===== config.mk =====
export PLATFORM = sky130hd
export DESIGN_NAME = throw_arm_pd_sequencer_core_flat
export DESIGN_NICKNAME = d
export VERILOG_FILES = /design/src/tapd_pkg.sv /design/src/tapd_in_if.sv /design/src/tapd_out_if.sv /design/src/tapd_law.sv /design/src/tapd_scale.sv /design/src/throw_arm_pd_sequencer_core.sv /design/src/flat_wrapper.sv
export SDC_FILE = /design/constraint.sdc
export NUM_CORES = 2
export LEC_CHECK = 0
export BUFFER_PORTS_ARGS = -buffer_cell sky130_fd_sc_hd__buf_2
export CORE_MARGIN = 2
export CORE_UTILIZATION = 37
export CTS_BUF_LIST = sky130_fd_sc_hd__clkbuf_16
export DETAILED_ROUTE_END_ITERATION = 7
export GPL_TIMING_DRIVEN = 0
export PLACE_DENSITY = 0.62
export SLEW_MARGIN = 25
export SYNTH_ARGS = -nofsm -noshare
export SYNTH_HDL_FRONTEND = slang
export SYNTH_HIERARCHICAL = 1
export SYNTH_SLANG_ARGS = --single-unit

===== constraint.sdc =====
create_clock -name clk -period 23.3 [get_ports clk]
set_input_delay 0 -clock clk [delete_from_list [all_inputs] [get_ports clk]]
set_output_delay 0 -clock clk [all_outputs]
set_load 0.005 [all_outputs]

===== src/tapd_pkg.sv =====
package tapd_pkg;

	// Field and datapath widths.
	localparam int DATA_W = 16;
	localparam int ERR_W = DATA_W + 1;
	localparam int NUM_W = 25;
	localparam int MAG_W = NUM_W - 1;
	localparam int QUO_W = 15;
	localparam int WSTAR_W = 15;
	localparam int PHASE_W = 2;
	localparam int CFG_IDX_W = 1;

	// Phase codes.
	localparam logic [PHASE_W-1:0] PH_WIND = 2'd0;
	localparam logic [PHASE_W-1:0] PH_SWING = 2'd1;
	localparam logic [PHASE_W-1:0] PH_FOLLOW = 2'd2;

	// Configuration register indexes.
	localparam logic [CFG_IDX_W-1:0] CFG_TARGET_RANGE = 1'd0;
	localparam logic [CFG_IDX_W-1:0] CFG_BEARING = 1'd1;

	// Set points and sequencer thresholds.
	localparam int WIND_ANGLE = -1450;
	localparam int RELEASE_AT = -785;
	localparam int COCK_ANGLE = 1100;
	localparam int SETTLE_BAND = 120;
	localparam int SETTLE_RATE = 250;

	// Gains.
	localparam int YAW_KP = 200;
	localparam int YAW_KD = 40;
	localparam int ELB_KP = 220;
	localparam int ELB_KD = 40;
	localparam int WIND_KP = 260;
	localparam int WIND_KD = 50;
	localparam int SWING_KP = 120;
	localparam int FOLLOW_KP = 200;
	localparam int FOLLOW_KD = 40;

	// Division by 1000 as a multiply by ceil(2^34/1000); exact for magnitudes below 2^24.
	localparam int DIV_SHIFT = 34;
	localparam logic [24:0] DIV_RECIP = 25'd17179870;
	localparam int DIV_PROD_W = MAG_W + 25;

	// Swing speed: floor(range*294/1000) as a multiply by ceil(2^26*294/1000), plus WSTAR_BASE.
	localparam int WSTAR_SHIFT = 26;
	localparam logic [24:0] WSTAR_RECIP = 25'd19730007;
	localparam int WSTAR_PROD_W = DATA_W + 25;
	localparam logic [WSTAR_W-1:0] WSTAR_BASE = 15'd1374;

	typedef struct packed {
		logic signed [DATA_W-1:0] yaw_angle;
		logic signed [DATA_W-1:0] yaw_rate;
		logic signed [DATA_W-1:0] elbow_angle;
		logic signed [DATA_W-1:0] elbow_rate;
		logic signed [DATA_W-1:0] shoulder_angle;
		logic signed [DATA_W-1:0] shoulder_rate;
	} tapd_in_t;

	typedef struct packed {
		logic signed [DATA_W-1:0] yaw_torque;
		logic signed [DATA_W-1:0] elbow_torque;
		logic signed [DATA_W-1:0] shoulder_torque;
		logic release_pulse;
		logic [PHASE_W-1:0] phase_now;
	} tapd_out_t;

	// Control-law results ahead of the divide: magnitude and sign per joint.
	typedef struct packed {
		logic [MAG_W-1:0] yaw_mag;
		logic yaw_neg;
		logic [MAG_W-1:0] elbow_mag;
		logic elbow_neg;
		logic [MAG_W-1:0] shoulder_mag;
		logic shoulder_neg;
		logic release_pulse;
		logic [PHASE_W-1:0] phase_now;
	} tapd_law_t;

	// Numerator of a PD law: err*kp - rate*kd.
	function automatic logic signed [NUM_W-1:0] pd_num(
		input logic signed [ERR_W-1:0] err,
		input logic signed [DATA_W-1:0] rate,
		input int kp,
		input int kd
	);
		logic signed [NUM_W-1:0] e;
		logic signed [NUM_W-1:0] r;
		e = NUM_W'(err);
		r = NUM_W'(rate);
		return e * NUM_W'(kp) - r * NUM_W'(kd);
	endfunction

	// Magnitude of a numerator; the sign is its top bit.
	function automatic logic [MAG_W-1:0] num_mag(input logic signed [NUM_W-1:0] num);
		logic signed [NUM_W-1:0] neg_num;
		neg_num = -num;
		return num[NUM_W-1] ? neg_num[MAG_W-1:0] : num[MAG_W-1:0];
	endfunction

	// Quotient of a magnitude by 1000.
	function automatic logic [QUO_W-1:0] div1000(input logic [MAG_W-1:0] mag);
		logic [DIV_PROD_W-1:0] prod;
		prod = DIV_PROD_W'(mag) * DIV_PROD_W'(DIV_RECIP);
		return QUO_W'(prod >> DIV_SHIFT);
	endfunction

	// Swing speed target from the range register.
	function automatic logic [WSTAR_W-1:0] swing_speed(input logic [DATA_W-1:0] range);
		logic [WSTAR_PROD_W-1:0] prod;
		prod = WSTAR_PROD_W'(range) * WSTAR_PROD_W'(WSTAR_RECIP);
		return WSTAR_W'(prod >> WSTAR_SHIFT) + WSTAR_BASE;
	endfunction

endpackage


===== src/tapd_in_if.sv =====
interface tapd_in_if;
	logic valid;
	logic ready;
	tapd_pkg::tapd_in_t payload;

	modport source(output valid, output payload, input ready);
	modport sink(input valid, input payload, output ready);
endinterface


===== src/tapd_out_if.sv =====
interface tapd_out_if;
	logic valid;
	logic ready;
	tapd_pkg::tapd_out_t payload;

	modport source(output valid, output payload, input ready);
	modport sink(input valid, input payload, output ready);
endinterface


===== src/tapd_law.sv =====
module tapd_law (
	input logic clk,
	input logic arst_n,
	input logic advance,
	input tapd_pkg::tapd_in_t sample,
	input logic signed [tapd_pkg::DATA_W-1:0] bearing,
	input logic [tapd_pkg::WSTAR_W-1:0] wstar,
	output tapd_pkg::tapd_law_t law
);

	logic [tapd_pkg::PHASE_W-1:0] phase_q;
	logic [tapd_pkg::PHASE_W-1:0] phase_next;
	logic release_hit;
	logic signed [tapd_pkg::ERR_W-1:0] yaw_err;
	logic signed [tapd_pkg::ERR_W-1:0] elbow_err;
	logic signed [tapd_pkg::ERR_W-1:0] wind_err;
	logic signed [tapd_pkg::ERR_W-1:0] swing_err;
	logic signed [tapd_pkg::ERR_W-1:0] follow_err;
	logic signed [tapd_pkg::NUM_W-1:0] yaw_num;
	logic signed [tapd_pkg::NUM_W-1:0] elbow_num;
	logic signed [tapd_pkg::NUM_W-1:0] shoulder_num;
	logic settled;
	logic at_release;

	// Position and speed errors of each joint.
	always_comb begin
		yaw_err = tapd_pkg::ERR_W'(bearing) - tapd_pkg::ERR_W'(sample.yaw_angle);
		elbow_err = ((phase_q == tapd_pkg::PH_WIND) ?
			tapd_pkg::ERR_W'(tapd_pkg::COCK_ANGLE) : tapd_pkg::ERR_W'(0))
			- tapd_pkg::ERR_W'(sample.elbow_angle);
		wind_err = tapd_pkg::ERR_W'(tapd_pkg::WIND_ANGLE)
			- tapd_pkg::ERR_W'(sample.shoulder_angle);
		swing_err = $signed({2'b00, wstar}) - tapd_pkg::ERR_W'(sample.shoulder_rate);
		follow_err = tapd_pkg::ERR_W'(0) - tapd_pkg::ERR_W'(sample.shoulder_angle);
	end

	// Phase exit conditions.
	assign settled = (sample.shoulder_angle <= (tapd_pkg::WIND_ANGLE + tapd_pkg::SETTLE_BAND))
		&& (sample.shoulder_rate <= tapd_pkg::SETTLE_RATE)
		&& (sample.shoulder_rate >= -tapd_pkg::SETTLE_RATE);
	assign at_release = (sample.shoulder_angle >= tapd_pkg::RELEASE_AT)
		&& (sample.shoulder_rate > 0);

	// Yaw and elbow laws do not depend on the sequencer beyond the elbow set point.
	assign yaw_num = tapd_pkg::pd_num(yaw_err, sample.yaw_rate,
		tapd_pkg::YAW_KP, tapd_pkg::YAW_KD);
	assign elbow_num = tapd_pkg::pd_num(elbow_err, sample.elbow_rate,
		tapd_pkg::ELB_KP, tapd_pkg::ELB_KD);

	// Sequencer: shoulder law and next phase from the phase at the start of the tick.
	always_comb begin
		phase_next = phase_q;
		release_hit = 1'b0;
		case (phase_q)
			tapd_pkg::PH_WIND: begin
				shoulder_num = tapd_pkg::pd_num(wind_err, sample.shoulder_rate,
					tapd_pkg::WIND_KP, tapd_pkg::WIND_KD);
				if (settled) begin
					phase_next = tapd_pkg::PH_SWING;
				end
			end
			tapd_pkg::PH_SWING: begin
				shoulder_num = tapd_pkg::pd_num(swing_err, tapd_pkg::DATA_W'(0),
					tapd_pkg::SWING_KP, 0);
				if (at_release) begin
					phase_next = tapd_pkg::PH_FOLLOW;
					release_hit = 1'b1;
				end
			end
			default: begin
				shoulder_num = tapd_pkg::pd_num(follow_err, sample.shoulder_rate,
					tapd_pkg::FOLLOW_KP, tapd_pkg::FOLLOW_KD);
			end
		endcase
	end

	// Split numerators into magnitude and sign for the unsigned divide.
	always_comb begin
		law.yaw_mag = tapd_pkg::num_mag(yaw_num);
		law.yaw_neg = yaw_num[tapd_pkg::NUM_W-1];
		law.elbow_mag = tapd_pkg::num_mag(elbow_num);
		law.elbow_neg = elbow_num[tapd_pkg::NUM_W-1];
		law.shoulder_mag = tapd_pkg::num_mag(shoulder_num);
		law.shoulder_neg = shoulder_num[tapd_pkg::NUM_W-1];
		law.release_pulse = release_hit;
		law.phase_now = phase_next;
	end

	// Phase register moves once per request that leaves the input stage.
	always_ff @(posedge clk or negedge arst_n) begin
		if (!arst_n) begin
			phase_q <= tapd_pkg::PH_WIND;
		end else if (advance) begin
			phase_q <= phase_next;
		end
	end

	a_phase_holds: assert property (@(posedge clk) disable iff (!arst_n)
		!advance |=> $stable(phase_q))
		else $error("phase changed without a request");
	a_follow_final: assert property (@(posedge clk) disable iff (!arst_n)
		phase_q == tapd_pkg::PH_FOLLOW |=> phase_q == tapd_pkg::PH_FOLLOW)
		else $error("left follow-through");
	a_release_phase: assert property (@(posedge clk) disable iff (!arst_n)
		release_hit |-> (phase_q == tapd_pkg::PH_SWING && phase_next == tapd_pkg::PH_FOLLOW))
		else $error("release outside swing exit");

endmodule


===== src/tapd_scale.sv =====
module tapd_scale (
	input tapd_pkg::tapd_law_t law,
	output tapd_pkg::tapd_out_t result
);

	logic [tapd_pkg::QUO_W-1:0] yaw_quo;
	logic [tapd_pkg::QUO_W-1:0] elbow_quo;
	logic [tapd_pkg::QUO_W-1:0] shoulder_quo;
	logic [tapd_pkg::DATA_W-1:0] yaw_ext;
	logic [tapd_pkg::DATA_W-1:0] elbow_ext;
	logic [tapd_pkg::DATA_W-1:0] shoulder_ext;

	// Divide the magnitudes by 1000; truncation of the magnitude rounds toward zero.
	assign yaw_quo = tapd_pkg::div1000(law.yaw_mag);
	assign elbow_quo = tapd_pkg::div1000(law.elbow_mag);
	assign shoulder_quo = tapd_pkg::div1000(law.shoulder_mag);

	assign yaw_ext = {1'b0, yaw_quo};
	assign elbow_ext = {1'b0, elbow_quo};
	assign shoulder_ext = {1'b0, shoulder_quo};

	// Restore the sign and pass the sequencer flags along.
	always_comb begin
		result.yaw_torque = law.yaw_neg ? -yaw_ext : yaw_ext;
		result.elbow_torque = law.elbow_neg ? -elbow_ext : elbow_ext;
		result.shoulder_torque = law.shoulder_neg ? -shoulder_ext : shoulder_ext;
		result.release_pulse = law.release_pulse;
		result.phase_now = law.phase_now;
	end

endmodule


===== src/throw_arm_pd_sequencer_core.sv =====
// Three-joint PD torque controller with a wind-back, swing and follow-through
// sequencer. One request carries the six joint angles and rates of a tick and
// yields one result: three torques, the release pulse and the phase after the
// tick. A request is taken every cycle unless a stalled output fills all stages;
// its result passes through the input register, the law register and the result
// register before it is offered, and a stalled result only holds the
// stages behind it. Each of the two logic stages has one level of multiply:
// the constant-gain numerators, then a reciprocal multiply for the divide by 1000.
// The swing speed target is computed when target_range is written, so both
// configuration registers apply to requests taken at the same edge or later.
module throw_arm_pd_sequencer_core (
	input logic clk,
	input logic arst_n,
	tapd_in_if.sink sensors,
	tapd_out_if.source commands,
	input logic write_en,
	input logic [tapd_pkg::CFG_IDX_W-1:0] write_index,
	input logic [tapd_pkg::DATA_W-1:0] write_data
);

	logic valid_s1;
	tapd_pkg::tapd_in_t sample_s1;
	logic valid_s2;
	tapd_pkg::tapd_law_t law_s2;
	logic out_valid_q;
	tapd_pkg::tapd_out_t out_q;
	logic signed [tapd_pkg::DATA_W-1:0] bearing_q;
	logic [tapd_pkg::WSTAR_W-1:0] wstar_q;
	tapd_pkg::tapd_law_t law;
	tapd_pkg::tapd_out_t result;
	logic out_free;
	logic s2_free;
	logic adv_s1;
	logic adv_s2;

	// Stage flow: each stage loads when it is empty or its contents move on.
	assign out_free = !out_valid_q || commands.ready;
	assign adv_s2 = valid_s2 && out_free;
	assign s2_free = !valid_s2 || out_free;
	assign adv_s1 = valid_s1 && s2_free;
	assign sensors.ready = !valid_s1 || s2_free;

	assign commands.valid = out_valid_q;
	assign commands.payload = out_q;

	// Configuration registers.
	always_ff @(posedge clk or negedge arst_n) begin
		if (!arst_n) begin
			bearing_q <= '0;
			wstar_q <= tapd_pkg::WSTAR_BASE;
		end else if (write_en) begin
			case (write_index)
				tapd_pkg::CFG_TARGET_RANGE: wstar_q <= tapd_pkg::swing_speed(write_data);
				tapd_pkg::CFG_BEARING: bearing_q <= write_data;
				default: begin
				end
			endcase
		end
	end

	tapd_law u_law (
		.clk(clk),
		.arst_n(arst_n),
		.advance(adv_s1),
		.sample(sample_s1),
		.bearing(bearing_q),
		.wstar(wstar_q),
		.law(law)
	);

	tapd_scale u_scale (
		.law(law_s2),
		.result(result)
	);

	// Valid bits of the three stages.
	always_ff @(posedge clk or negedge arst_n) begin
		if (!arst_n) begin
			valid_s1 <= 1'b0;
			valid_s2 <= 1'b0;
			out_valid_q <= 1'b0;
		end else begin
			if (sensors.ready) begin
				valid_s1 <= sensors.valid;
			end
			if (s2_free) begin
				valid_s2 <= valid_s1;
			end
			if (out_free) begin
				out_valid_q <= valid_s2;
			end
		end
	end

	// Payload registers.
	always_ff @(posedge clk) begin
		if (sensors.ready && sensors.valid) begin
			sample_s1 <= sensors.payload;
		end
		if (adv_s1) begin
			law_s2 <= law;
		end
		if (adv_s2) begin
			out_q <= result;
		end
	end

	a_release_in_follow: assert property (@(posedge clk) disable iff (!arst_n)
		commands.valid && commands.payload.release_pulse
		|-> commands.payload.phase_now == tapd_pkg::PH_FOLLOW)
		else $error("release pulse without follow-through phase");
	a_stall_full: assert property (@(posedge clk) disable iff (!arst_n)
		!sensors.ready |-> (valid_s1 && valid_s2 && out_valid_q))
		else $error("input stalled with a free stage");
	a_s2_moves: assert property (@(posedge clk) disable iff (!arst_n)
		adv_s1 |=> valid_s2)
		else $error("request lost between stages");

endmodule


===== src/flat_wrapper.sv =====
// flat-port wrapper written by rule: the top's interface ports become plain ports
module throw_arm_pd_sequencer_core_flat 
  (clk, arst_n, write_en, write_index, write_data, sensors_valid, sensors_payload, sensors_ready, commands_valid, commands_payload, commands_ready);
  tapd_in_if sensors_i ();
  tapd_out_if commands_i ();
  input logic clk;
  input logic arst_n;
  input logic write_en;
  input logic [tapd_pkg::CFG_IDX_W-1:0] write_index;
  input logic [tapd_pkg::DATA_W-1:0] write_data;
  input wire logic [$bits(sensors_i.valid)-1:0] sensors_valid;
  input wire logic [$bits(sensors_i.payload)-1:0] sensors_payload;
  output wire logic [$bits(sensors_i.ready)-1:0] sensors_ready;
  output wire logic [$bits(commands_i.valid)-1:0] commands_valid;
  output wire logic [$bits(commands_i.payload)-1:0] commands_payload;
  input wire logic [$bits(commands_i.ready)-1:0] commands_ready;
  assign sensors_i.valid = sensors_valid;
  assign sensors_i.payload = sensors_payload;
  assign sensors_ready = sensors_i.ready;
  assign commands_valid = commands_i.valid;
  assign commands_payload = commands_i.payload;
  assign commands_i.ready = commands_ready;
  throw_arm_pd_sequencer_core u_core (.clk(clk), .arst_n(arst_n), .sensors(sensors_i), .commands(commands_i), .write_en(write_en), .write_index(write_index), .write_data(write_data));
endmodule

# == Yosys cells after proc, flatten, opt, wreduce, memory -nomap -nowiden ==
# Index checks and enable logic that the tools add are counted.
# word_totals
ff_bits,261
word_cells,91
out_inout_bits,53
# op_classes
n_eq_ne,1
bitwise,1
addsub,16
magnitude_cmp,5
mux,12
n_mul,13
reduce_logical,15
# ops
operator,count
$mul 24x24->48 const B,3
$sub 25x23->25,4
$mux 24,3
$neg 24->24,3
$mul 16x4->20 const B,3
$pmux 25 s2,1
$neg 15->16,3
$mux 15,3
$mul 17x6->22 const B,2
$mul 16x25->41 const B,1
$sub 16x16->17,2
$mul 17x7->23 const B,1
$mul 17x8->23 const B,1
$mul 16x6->22 const B,1
$mul 17x5->22 const B,1
$sub 1x16->17 const A,1
$sub 12x16->17,1
$sub 12x16->17 const A,1
$ge 16x11->1 const B,1
$ge 16x9->1 const B,1
$gt 16x1->1 const B,1
$le 16x12->1 const B,1
$le 16x9->1 const B,1
$add 15x11->15 const B,1
other kinds (11),22

# == Logic depth before layout (Yosys ltp) ==
# logic_depth
word_depth,7
depth_mapped,39
depth_no_buf,36

# == By module ==
# Netlist, hierarchy kept.
# modules_own_cells
mod,cells_per_inst,n_inst,area_each_um2,seq_area_each_um2
tapd_scale,3304,1,29759.8,0.0
tapd_law,2825,1,21720.8,50.0
throw_arm_pd_sequencer_core,1045,1,14815.5,7616.1

# == Worst setup path before layout ==
# No wires, ideal clock.
# synth_path
path_type,flip-flop to flip-flop
startpoint,reg u_core/u_law/phase_q[0] (netlist bit)
endpoint,reg u_core/law_s2[46] (netlist bit) (data pin)
t_required_ns,23.036
path_buffers,3
setup_slack_ns,15.315
synth_period_minus_slack_ns,7.985
arrival_time_ns,7.721
stages_incl_launch_ff,38
setup_time_ns,0.264
cell_sequence,dfrtp_1 or2_1 buf_2 clkinv_1 clkbuf_1 ha_1 a31oi_1 nor3_1 o21ai_0 xnor2_1 inv_1 ha_1 inv_1 fa_1 inv_1 fa_1 inv_1 fa_1 (+2 left out) a21oi_1 o21ai_0 a21o_1 a21oi_1 xnor2_1 ha_1 a21o_1 a21o_1 and2_1 a21o_1 a211oi_2 a21o_1 a21oi_1 a31oi_1 xnor3_1 buf_6 o31ai_1 xnor2_1
# synth_lines
element,line,rtl
from (decl),tapd_law.sv:11,logic [tapd_pkg::PHASE_W-1:0] phase_q;
from (signal assigned),tapd_law.sv:92,phase_q <= tapd_pkg::PH_WIND;
from (signal assigned),tapd_law.sv:94,phase_q <= phase_next;
to (signal assigned),throw_arm_pd_sequencer_core.sv:101,law_s2 <= law;
to (decl),throw_arm_pd_sequencer_core.sv:24,tapd_pkg::tapd_law_t law_s2;

==> results.md <==
* Synthesized flop and latch total at 261
* Setup crit end kind: flop
* Clock Latency Late Sink at 0.62 ns
* Port-buffer cells at 170
* Synth cell types at 123
* FP Rows at 155
* CTS hold repair buffers at 117
* Most frequent cells in the layout: inv_1 (1,802), ha_1 (1,450), fa_1 (775)
* Largest net degree at the start of global routing at 50
* Die W at 427.3 µm
* Dpl hpwl at 141.6 mm
* Placer congestion estimate at 0.9274
* Core area at 178,200 µm²
* Gr usage total at 18.36%
* Die area at 182,600 µm²
* Ys async rst share at 13.79%
* Cell count after synthesis at 7,174
* Status: completed
* Fillers at 17.51k
* Crit path max fanout at 10
* Startpoint Class: flop
* Area of the multi-input gates at 51,500 µm²
* Post-DRT Antenna Nets at 0
* Max-Cap Viols at 0
* CTS max path bufs at 3
* Vias per cell at 5.050
* Final nets at 9,852
* Slack of the critical path at 13.40 ns
* Setup Viol. Count Final at 0
* DRC at 0
* Drt total wl at 166.1 mm
* Vias in the first global route at 51.11k
* Vias at 49.96k
* Commonest non-fill, non-tap cell in the layout: inv_1
* WL/cell at 16.79 µm
* Worst path max stage delay at 0.53 ns
* Tmin final at 9.898 ns
* Post-CTS Setup Bufs at 0
* Initial core utilization at 37.20%
* CTS resizes at 0
* TritonCTS clock tree: built
* CTS sink cnt at 261
* Total grt overflow at 0
* RSZ-0062 raised after global routing: no
* Slew HR at 29.77%
* H-tree Lvls at 2
* Critical path class: flop to flop
* Setup TNS at 0 ns
* Die Span Y at 427.3 µm
* Period utilization at 42.48%
* Clock-pin slew on the worst setup and hold paths at 0.06 ns
* CP max stage cell: fa_1
* Sequential-to-total area share from yosys stat at 11.56%
* Final Skew at 0.02331 ns
* First drt pass iteration count at 6
* Layout cell share with drive strength beyond 1 at 4.883%
* Slew @ Worst Pin at 1.042 ns
* CTS Buf Count at 36
* Final hold slack at 0.05375 ns
* CP most frequent cell: inv_1
* Yosys warnings at 6
* CP Data Arrival Time at 10.25 ns
* CTS root buf: clkbuf_16
* Final Hold Fails at 0
* Register area at 7666 µm²
* Area grow syn2layout at 9.618%
* Hold WC Path Type: primary input to flop
* Max frequency at 101.0 MHz
* Place WS at 13.46 ns
* EDFF count, synth at 225
* Initial antenna violation count at 6
* WP data required at 23.65 ns
* Synth Flop Type: edfxtp_1
* Post-synthesis cell area at 66,300 µm²
* IO Count at 171
* Max-slew violations at 0
* Initial DRC Count at 2,740
* Post-synthesis average cell area at 9.241 µm²
* First-pass GRT wire length at 267.7 mm
[cells by family (layout without fill, tap and decap cells)]
| kind of cell | after synthesis | in the layout | share of synthesized area [%] |
|---|---|---|---|
| DFF | 261 | 261 | 11.56 |
| muxes | 30 | 30 | 0.4643 |
| other | 1 | 8 | 0.005656 |
| AOI/OAI and AO/OA | 1187 | 1187 | 11.98 |
| adders and majority gates | 2225 | 2225 | 50.77 |
| and+or+nand+nor | 1170 | 1170 | 8.883 |
| xor gates and xnor gates | 413 | 413 | 5.534 |
| buffers and inverters | 1887 | 2244 | 10.80 |
[sequential cells by signal, indices dropped and copies added, names as in the netlist]
register	flops
u_core/commands.payload	51
u_core/valid_s1	1
u_core/commands.valid	1
u_core/bearing_q	16
u_core/u_law/phase_q	2
u_core/sample_s1	96
u_core/valid_s2	1
u_core/wstar_q	15
u_core/law_s2	78
[metal layers]
metal | up-vias | GRT usage [%] | wire length, µm
met5 | - | 0 | 0
met4 | 0 | 6.690 | 6575
met3 | 239 | 2.203 | 6783
met2 | 952 | 30.36 | 75820
met1 | 24279 | 24.59 | 76880
li1 | 24490 | - | -
[path summary, 6_finish.rpt]
kind                                      endpoint  cells after the start  slack [ns]                    start
min in group asynchronous  u_core/u_law/phase_q[1]                      3        0.47                   arst_n
setup reg to reg                 u_core/law_s2[44]                     36       13.40  u_core/u_law/phase_q[0]
hold reg to reg               u_core/bearing_q[14]                      2        0.49     u_core/bearing_q[14]
hold / removal                u_core/bearing_q[15]                      3        0.05           write_data[15]
setup / recovery                 u_core/law_s2[44]                     36       13.40  u_core/u_law/phase_q[0]
max in group asynchronous       u_core/wstar_q[14]                      4       22.38                   arst_n
[layout make-up]
type	count	area share [%]
multi-input cells	5031	70.87
repair buffers	292	2.968
diodes	2	0.006887
clock buffers	40	1.377
inverters	1801	9.302
flip-flops and latches	261	10.55
clock inverters	25	0.3202
well taps	2355	4.055
plain buffers	86	0.5527
[worst max-delay path: cells and delay by family, from the launching register on]
kind	cells	cell delay [ns]
compound gates	12	2.51
fa+ha+maj	7	2.79
flops	1	0.46
buf+inv	9	1.60
xor+xnor	4	1.28
simple gates	4	0.98
[through the flow]
stage	util, %	cell area, µm²	instances
2_1_floorplan	-	66310	7179
3_3_place_gp	39.34	70110	9704
3_5_place_dp	39.41	70250	9709
4_1_cts	40.77	72660	9891
5_1_grt	40.77	72670	9891
6_report	40.78	72670	9893
[synthesized netlist by cell type, types with 27 or more instances]
| master | number | area [µm²] |
|---|---|---|
| fa_1 | 775 | 15510 |
| a21oi_1 | 315 | 1577 |
| nand3_1 | 82 | 410.4 |
| o31ai_1 | 39 | 292.8 |
| or3_1 | 38 | 237.7 |
| xnor2_1 | 268 | 2347 |
| nor2b_1 | 49 | 306.5 |
| nand4_1 | 72 | 450.4 |
| a31oi_1 | 49 | 306.5 |
| a211oi_1 | 50 | 375.4 |
| and3_1 | 40 | 250.2 |
| dfrtp_1 | 29 | 725.7 |
| xor2_1 | 140 | 1226 |
| o21bai_1 | 43 | 322.8 |
| nand2_1 | 303 | 1137 |
| edfxtp_1 | 225 | 6756 |
| ha_1 | 1450 | 18140 |
| and2_1 | 27 | 168.9 |
| clkbuf_1 | 60 | 225.2 |
| o21a_1 | 66 | 495.5 |
| a21o_1 | 91 | 683.2 |
| nor4_1 | 27 | 168.9 |
| nor2_1 | 262 | 983.4 |
| nand2b_1 | 51 | 319.1 |
| o21ai_0 | 224 | 1121 |
| nor3_1 | 111 | 555.5 |
| inv_1 | 1799 | 6753 |
| o211ai_1 | 43 | 322.8 |
Power is left out: the tool's default activity adds up to more than one toggle a clock period on the data nets, which glitch-free logic cannot reach.
